[config.mk]
export PLATFORM = sky130hd
export DESIGN_NAME = qmt_cell
export DESIGN_NICKNAME = d
export VERILOG_FILES = /design/src/hw/rtl/qmt_pkg.sv /design/src/hw/rtl/qmt_cell.sv
export SDC_FILE = /design/constraint.sdc
export NUM_CORES = 1
export LEC_CHECK = 0
export BUFFER_PORTS_ARGS = -buffer_cell sky130_fd_sc_hd__buf_2
export CAP_MARGIN = 0
export CORE_AREA = 2 2 226 228
export DETAILED_ROUTE_END_ITERATION = 10
export DIE_AREA = 0 0 228 230
export PLACE_DENSITY = 0.49
export REMOVE_ABC_BUFFERS = 1
export SETUP_SLACK_MARGIN = 0.3
export SLEW_MARGIN = 0
export SYNTH_ARGS = -nofsm -noshare
export SYNTH_HDL_FRONTEND = slang
export SYNTH_SLANG_ARGS = --single-unit
[constraint.sdc]
create_clock -name i_clk -period 6.8 [get_ports i_clk]
set_clock_uncertainty 0.05 [all_clocks]
set_input_delay 0.68 -clock i_clk [delete_from_list [all_inputs] [get_ports i_clk]]
set_output_delay 0.68 -clock i_clk [all_outputs]
set_load 0.01 [all_outputs]
[src/hw/rtl/qmt_pkg.sv]
package qmt_pkg;

    localparam int DEPTH    = 64;
    localparam int KEY_BITS = 64;
    localparam int IDX_W    = $clog2(DEPTH);
    localparam int CNT_W    = $clog2(DEPTH + 1);

    typedef enum logic [1:0] {
        OP_TRACK   = 2'd0,
        OP_UNTRACK = 2'd1,
        OP_DROP    = 2'd2,
        OP_RESP    = 2'd3
    } t_opcode;

    typedef enum logic [2:0] {
        ST_DONE      = 3'd0,
        ST_DELIVER   = 3'd1,
        ST_FULL      = 3'd2,
        ST_NOT_FOUND = 3'd3,
        ST_EXPIRED   = 3'd4,
        ST_NO_MATCH  = 3'd5
    } t_status;

    // Register indexes on the configuration port
    localparam logic REG_WILDCARD = 1'b0;
    localparam logic REG_DATA     = 1'b1;

    typedef struct packed {
        logic [KEY_BITS-1:0] key;
        logic [7:0]          btype;
        logic [7:0]          client;
    } t_entry;

    // Broadcast control for the row of cells
    typedef struct packed {
        logic             sel;     // bank that holds the live list
        logic             push;    // shift live bank toward the tail, new word at cell 0
        logic             shift;   // shift live bank toward cell 0
        logic             append;  // write head word into other bank at plen
        logic             rotate;  // rotate the first plen words of other bank left
        logic [CNT_W-1:0] plen;
    } t_cell_ctl;

endpackage

[src/hw/rtl/qmt_cell.sv]
module qmt_cell import qmt_pkg::*; (
    input  logic             i_clk,
    input  logic [IDX_W-1:0] i_idx,
    input  t_cell_ctl        i_ctl,
    input  t_entry           i_left_live,
    input  t_entry           i_right_live,
    input  t_entry           i_right_dst,
    input  t_entry           i_head,
    input  t_entry           i_first_dst,
    output t_entry           o_live,
    output t_entry           o_dst
);

    t_entry           r_bank0;
    t_entry           r_bank1;
    t_entry           n_bank0;
    t_entry           n_bank1;
    t_entry           n_live;
    t_entry           n_dst;
    logic [CNT_W-1:0] w_pos;
    logic [CNT_W-1:0] w_plen_m1;

    assign o_live    = i_ctl.sel ? r_bank1 : r_bank0;
    assign o_dst     = i_ctl.sel ? r_bank0 : r_bank1;
    assign w_pos     = CNT_W'(i_idx);
    assign w_plen_m1 = i_ctl.plen - CNT_W'(1);

    // Pick the next word for each bank from neighbors or the head
    always_comb begin
        n_live = o_live;
        n_dst  = o_dst;
        if (i_ctl.push) begin
            n_live = i_left_live;
        end else if (i_ctl.shift) begin
            n_live = i_right_live;
        end
        if (i_ctl.append && (w_pos == i_ctl.plen)) begin
            n_dst = i_head;
        end else if (i_ctl.rotate) begin
            if (w_pos == w_plen_m1) begin
                n_dst = i_first_dst;
            end else if (w_pos < i_ctl.plen) begin
                n_dst = i_right_dst;
            end
        end
        n_bank0 = i_ctl.sel ? n_dst  : n_live;
        n_bank1 = i_ctl.sel ? n_live : n_dst;
    end

    always_ff @(posedge i_clk) begin
        r_bank0 <= n_bank0;
        r_bank1 <= n_bank1;
    end

endmodule

; Word level (Yosys, flattened, before mapping)
; Cells that the tools add are included.
[classes]
n_shift = 0
bitwise = 0
n_mul = 0
order_cmp = 1
n_mux = 10
div_mod_pow = 0
n_eq_ne = 2
n_reduce_logical = 1
addsub = 1
[op_table]
columns = op, count
row1 = $mux 80, 10
row2 = $eq 6x7->1, 2
row3 = $lt 6x7->1, 1
row4 = $sub 7x1->7 const B, 1
row5 = $logic_and 1x1->1, 1
[totals]
input_bits = 419
mem_bits_ro = 0
ramBits = 0
latchBits = 0
out_inout_bits = 160
word_cells = 21
mem_count = 0
register_bits = 160

; Longest topological paths before layout
[logic_depth]
word_depth = 6
mapped_depth = 11
ltp_nobuf = 8

; Worst setup path after synthesis
; Ideal clock, no wire load.
[synth_timing]
kind = input port to flip-flop
startpoint = in i_ctl[2] (netlist name)
endpoint = reg r_bank1[16] (netlist name)
required_time_ps = 6617
setup_ps = 133
path_buffers = 2
stages = 10
arrival_time_ps = 2647
slack_ps = 3970
path_cell_list = inv_2 -> ha_1 -> a21oi_1 -> a21oi_1 -> buf_2 -> nor2_1 -> buf_2 -> mux2_2 -> a2111oi_0 -> nor3_1
[synth_rtl]
columns = item, line
row1 = start: declaration, qmt_cell.sv:4  ; input t_cell_ctl i_ctl,
row2 = end signal: assignment, qmt_cell.sv:52  ; r_bank1 <= n_bank1;
row3 = end: declaration, qmt_cell.sv:15  ; t_entry r_bank1;

==> results by stage <==
Outcome:
- The run finished with clean final reports.

GRT:
- The total track usage is 22.4%.
- The number of antenna violations at the first check in global routing is 20.
- The first global-routing pass estimated 92100 µm of wire.
- Entering global routing, the biggest net connects 180 pins.
- The residual overflow from global routing is 0.
- The number of global-route vias before repair was 15700.

Setup path:
- At the worst endpoint, the arrival time is 3.67 ns.
- On the worst path, the slowest cell contributes a delay of 0.70 ns.
- STA classifies the critical path endpoint as a flop.
- The type of origin of the critical path is an input port.
- The reg-to-reg critical path endpoint is r_bank0[67].
- Measured in cells, the most critical reg-to-reg path has a length of 5.
- The critical-path maximum fanout is 53.
- Broken down by cell family, the worst path's largest delay share belongs to compound AO/OA/AOI/OAI gates.
- The largest individual stage delay along the critical path comes from the cell or3_4.
- The number of buffers and inverters on the critical path is 3.
- At the worst endpoint, the required time is 7.15 ns.
- Traced cell by cell, the critical path runs through buf_2 > inv_1 > ha_1 > o211a_1 > o31a_1 > or3_4 > buf_4 > o311ai_0 > a211oi_1.
- The launch instance of the worst register-to-register path is r_bank1[67].
- The critical path start-end classification is in2reg.
- The reg-to-reg setup timing slack is 5.04 ns.

Clocking:
- The count of hold-fix buffers inserted at cts is 0.
- Counting every sink on the clock net gives 160.
- The number of buffers created by CTS is 17.
- No sink is reached through more buffers than the 2 on the longest clock path.
- TritonCTS built the clock tree.
- The number of setup buffers added after CTS is 0.
- After clock tree synthesis, the clock-pin slew on the worst setup and hold paths is 0.07 ns.
- The tree is rooted in a clkbuf_16.
- Clock latency on the worst-skew pair, taken at its later pin, is 0.48 ns.
- The number of resized instances in the post-cts repair step is 0.
- The deepest level of the CTS H-tree is 4.

Final layout:
- The share of layout cells above drive strength 1 is 36.7%.
- Leaving out fill and tap cells, the most frequent cells in the layout are 574 x buf_2, 273 x a211oi_1, 231 x o21ai_0.
- The filler-free cell count of the finished design is 2882.
- After filler insertion, the fill cell instance count of the layout stands at 5380.
- The final layout contains 2613 nets.
- The utilization after layout is 35.5%.
- The area growth from synthesis to layout is 27.0%.
- The library cell used most frequently in the layout, excluding fill and tap cells, is buf_2.

Timing:
- Summed over all failing endpoints, the final setup total negative slack is 0 ns.
- The final setup violation count is 0.
- The max-slew violation count was 0.
- Based on the critical path, the design can be clocked at up to 301 MHz.
- The count of final hold-check violations is 0.
- The final worst-path cycle share is 48.8%.
- The worst slew margin relative to its limit is 32.9%.
- The time the final worst path needs with I/O delays and setup is 3.32 ns.
- Setup repair after global routing left no endpoint under its margin.
- For the pin with the worst max-slew slack, the measured transition is 1.01 ns.

Logic synthesis:
- Of the total synthesized cell area, the portion taken by XOR and XNOR cells is 0.440%.
- The register area share after synthesis is 23.0%.
- Summing the areas of all compound-gate instances in the mapped netlist gives 39.1% of the synthesized area.
- The largest family of logic cells by synthesized area is compound AO/OA/AOI/OAI gates.
- The synthesized area per cell is 7.84 µm².
- The fraction of synthesis flops using an asynchronous set or reset pin is 0%.
- Summing the areas of all fa, ha and maj instances in the mapped netlist gives 0.628% of the synthesized area.
- The synthesized cell area is 0.0139 mm².
- Synthesis inferred 160 register bits.
- The count of cell types in the netlist is 42.
- The number of enable-type register cells in the synthesized netlist is 0.
- Summing the areas of all and, or, nand and nor instances in the mapped netlist gives 8.84% of the synthesized area.
- The cell count after synthesis came out at 1779.
- The synthesis warning total is 0.
- The main flop type after synthesis is dfxtp_1.
- Measured against the total synthesized area, the mux share comes to 19.5%.

Routing:
- The routed wirelength normalized by instance count is 21.3 µm.
- In the routed design, unresolved DRC markers number 0.
- Once detail routing completed, the nets flagged for antenna violations numbered 0.
- The first detailed-routing pass took 5 iterations.
- For this block, the initial DRC count from the detailed router was 1017.
- The final layout contains routed wiring with a total length of 61500 µm.
- The total number of vias is 16500.
- The number of vias per cell is 5.74.

Placement:
- The weighted congestion reported at the end of routability-driven placement is 0.923.
- Once placement completed, the tool counted placed cells totaling 2840.
- The final HPWL from detailed placement is 42800 µm.
- The number of port buffers is 578.

Die:
- In this run the horizontal extent of the chip is 228 µm.
- The die area is 0.0524 mm².
- The initial core utilization is 28.0%.
- The total core area is 0.0499 mm².
- Row generation in the floorplan step produced 82 rows.
- The I/O pin total is 579.
- The die is 230 µm tall.

Pwr:
- The share of total power dissipated in the clock network is 28.7%.
- VDD sags by at most 0.175 mV.
- For this design the ratio of total power to cell area is 204 mW/mm².
- The total internal power is 2.29 mW.
- The power share of the sequential group is 32.0%.
- The static power due to leakage is 7.29 nW.
- Net switching is 36.5% of the power.
- The part of the total power dissipated in combinational logic is 39.3%.
- The net switching component of the power is 1.32 mW.

Hold path:
- The worst hold path passes through 3 cells.
- The class of the most critical hold timing path is in2reg.
- The path with the worst hold slack has its endpoint at r_bank0[79].
- The startpoint of the most critical hold path is i_head[79].

Job:
- Max-cap violations in this run came to 0.
## state kept, by name (all words and copies together), names as in the netlist
signal and count:
r_bank1 80, r_bank0 80
## worst max-delay path by stage
stage	from	end	slack (ns)	cells past startpoint
2_1_floorplan	i_ctl[0]	r_bank0[0]	-2.48	8
3_3_place_gp	i_ctl[5]	r_bank1[9]	3.11	11
3_5_place_dp	i_ctl[4]	r_bank0[27]	3.01	11
4_1_cts	i_ctl[4]	r_bank0[27]	3.54	11
5_1_grt	i_ctl[1]	r_bank1[39]	3.27	9
6_report	i_ctl[1]	r_bank0[2]	3.48	9
## power by group through the flow
stage                     Combinational, mW  Sequential (mW)  Clock, mW
final                                  1.42             1.15       1.03
after global routing                   1.55             1.17       1.09
after CTS                              1.42             1.15       1.07
after detailed placement               1.41             1.17          0
after global placement                 1.40             1.17          0
after floorplan                       0.824             1.15          0
## cell families after synthesis
family / Yosys count
xor gates and xnor gates: 7
muxes: 251
and+or+nand+nor: 295
AOI/OAI and AO/OA: 762
adders and majority gates: 7
DFF: 160
buffers and inverters: 297
## routing by layer
metal | routed length [µm] | vias to the layer above | global-route usage (%) | part of all wire, %
li1 | - | 7800 | - | -
met1 | 26200 | 7920 | 27.5 | 43
met2 | 29600 | 686 | 37.9 | 48
met3 | 3970 | 117 | 5.25 | 6.5
met4 | 1560 | 18 | 8.80 | 2.5
met5 | 118 | - | 0 | 0.19
## tightest hold or removal path, stage by stage
cell     delay [ns]
buf_2          0.11
nand2_1        0.07
a31oi_1        0.08
## stage by stage
stage          power (mW)  setup WS (ns)  hold WS (ns)  area (µm²)
2_1_floorplan        1.98          -2.48         0.568       13100
3_3_place_gp         2.57           3.11         0.614       17100
3_5_place_dp         2.58           3.01         0.622       17100
4_1_cts              3.64           3.54         0.397       17700
5_1_grt              3.81           3.27         0.459       17700
6_report             3.60           3.48         0.450       17700
## area by class of cell
cell class	instances	area, µm²	share of cell area, %
clock inverter	10	136	0.771
multi-input combinational	1322	9590	54.2
sequential	160	3200	18.1
tap	672	841	4.75
clock buffer	21	460	2.60
antenna	11	27.5	0.156
timing repair buffer	598	3100	17.5
inverter	88	338	1.91
## Yosys cell counts, drive strengths merged (3+ instances only)
| library cell | number | share of area, % |
|---|---|---|
| a2111oi | 20 | 1.3 |
| a211oi | 273 | 15 |
| a21oi | 3 | 0.11 |
| a31oi | 4 | 0.18 |
| buf | 56 | 2.0 |
| clkbuf | 153 | 4.1 |
| dfxtp | 160 | 23 |
| ha | 7 | 0.63 |
| inv | 88 | 2.4 |
| mux2 | 169 | 14 |
| mux2i | 82 | 5.9 |
| nand2 | 82 | 2.2 |
| nand4 | 3 | 0.13 |
| nor2 | 164 | 4.4 |
| nor3 | 24 | 0.86 |
| nor4b | 10 | 0.63 |
| o21ai | 231 | 8.3 |
| o311ai | 68 | 4.3 |
| o32ai | 156 | 9.8 |
| xnor2 | 4 | 0.25 |
| xor2 | 3 | 0.19 |
Note: power is estimated with default switching activity, not from simulation.
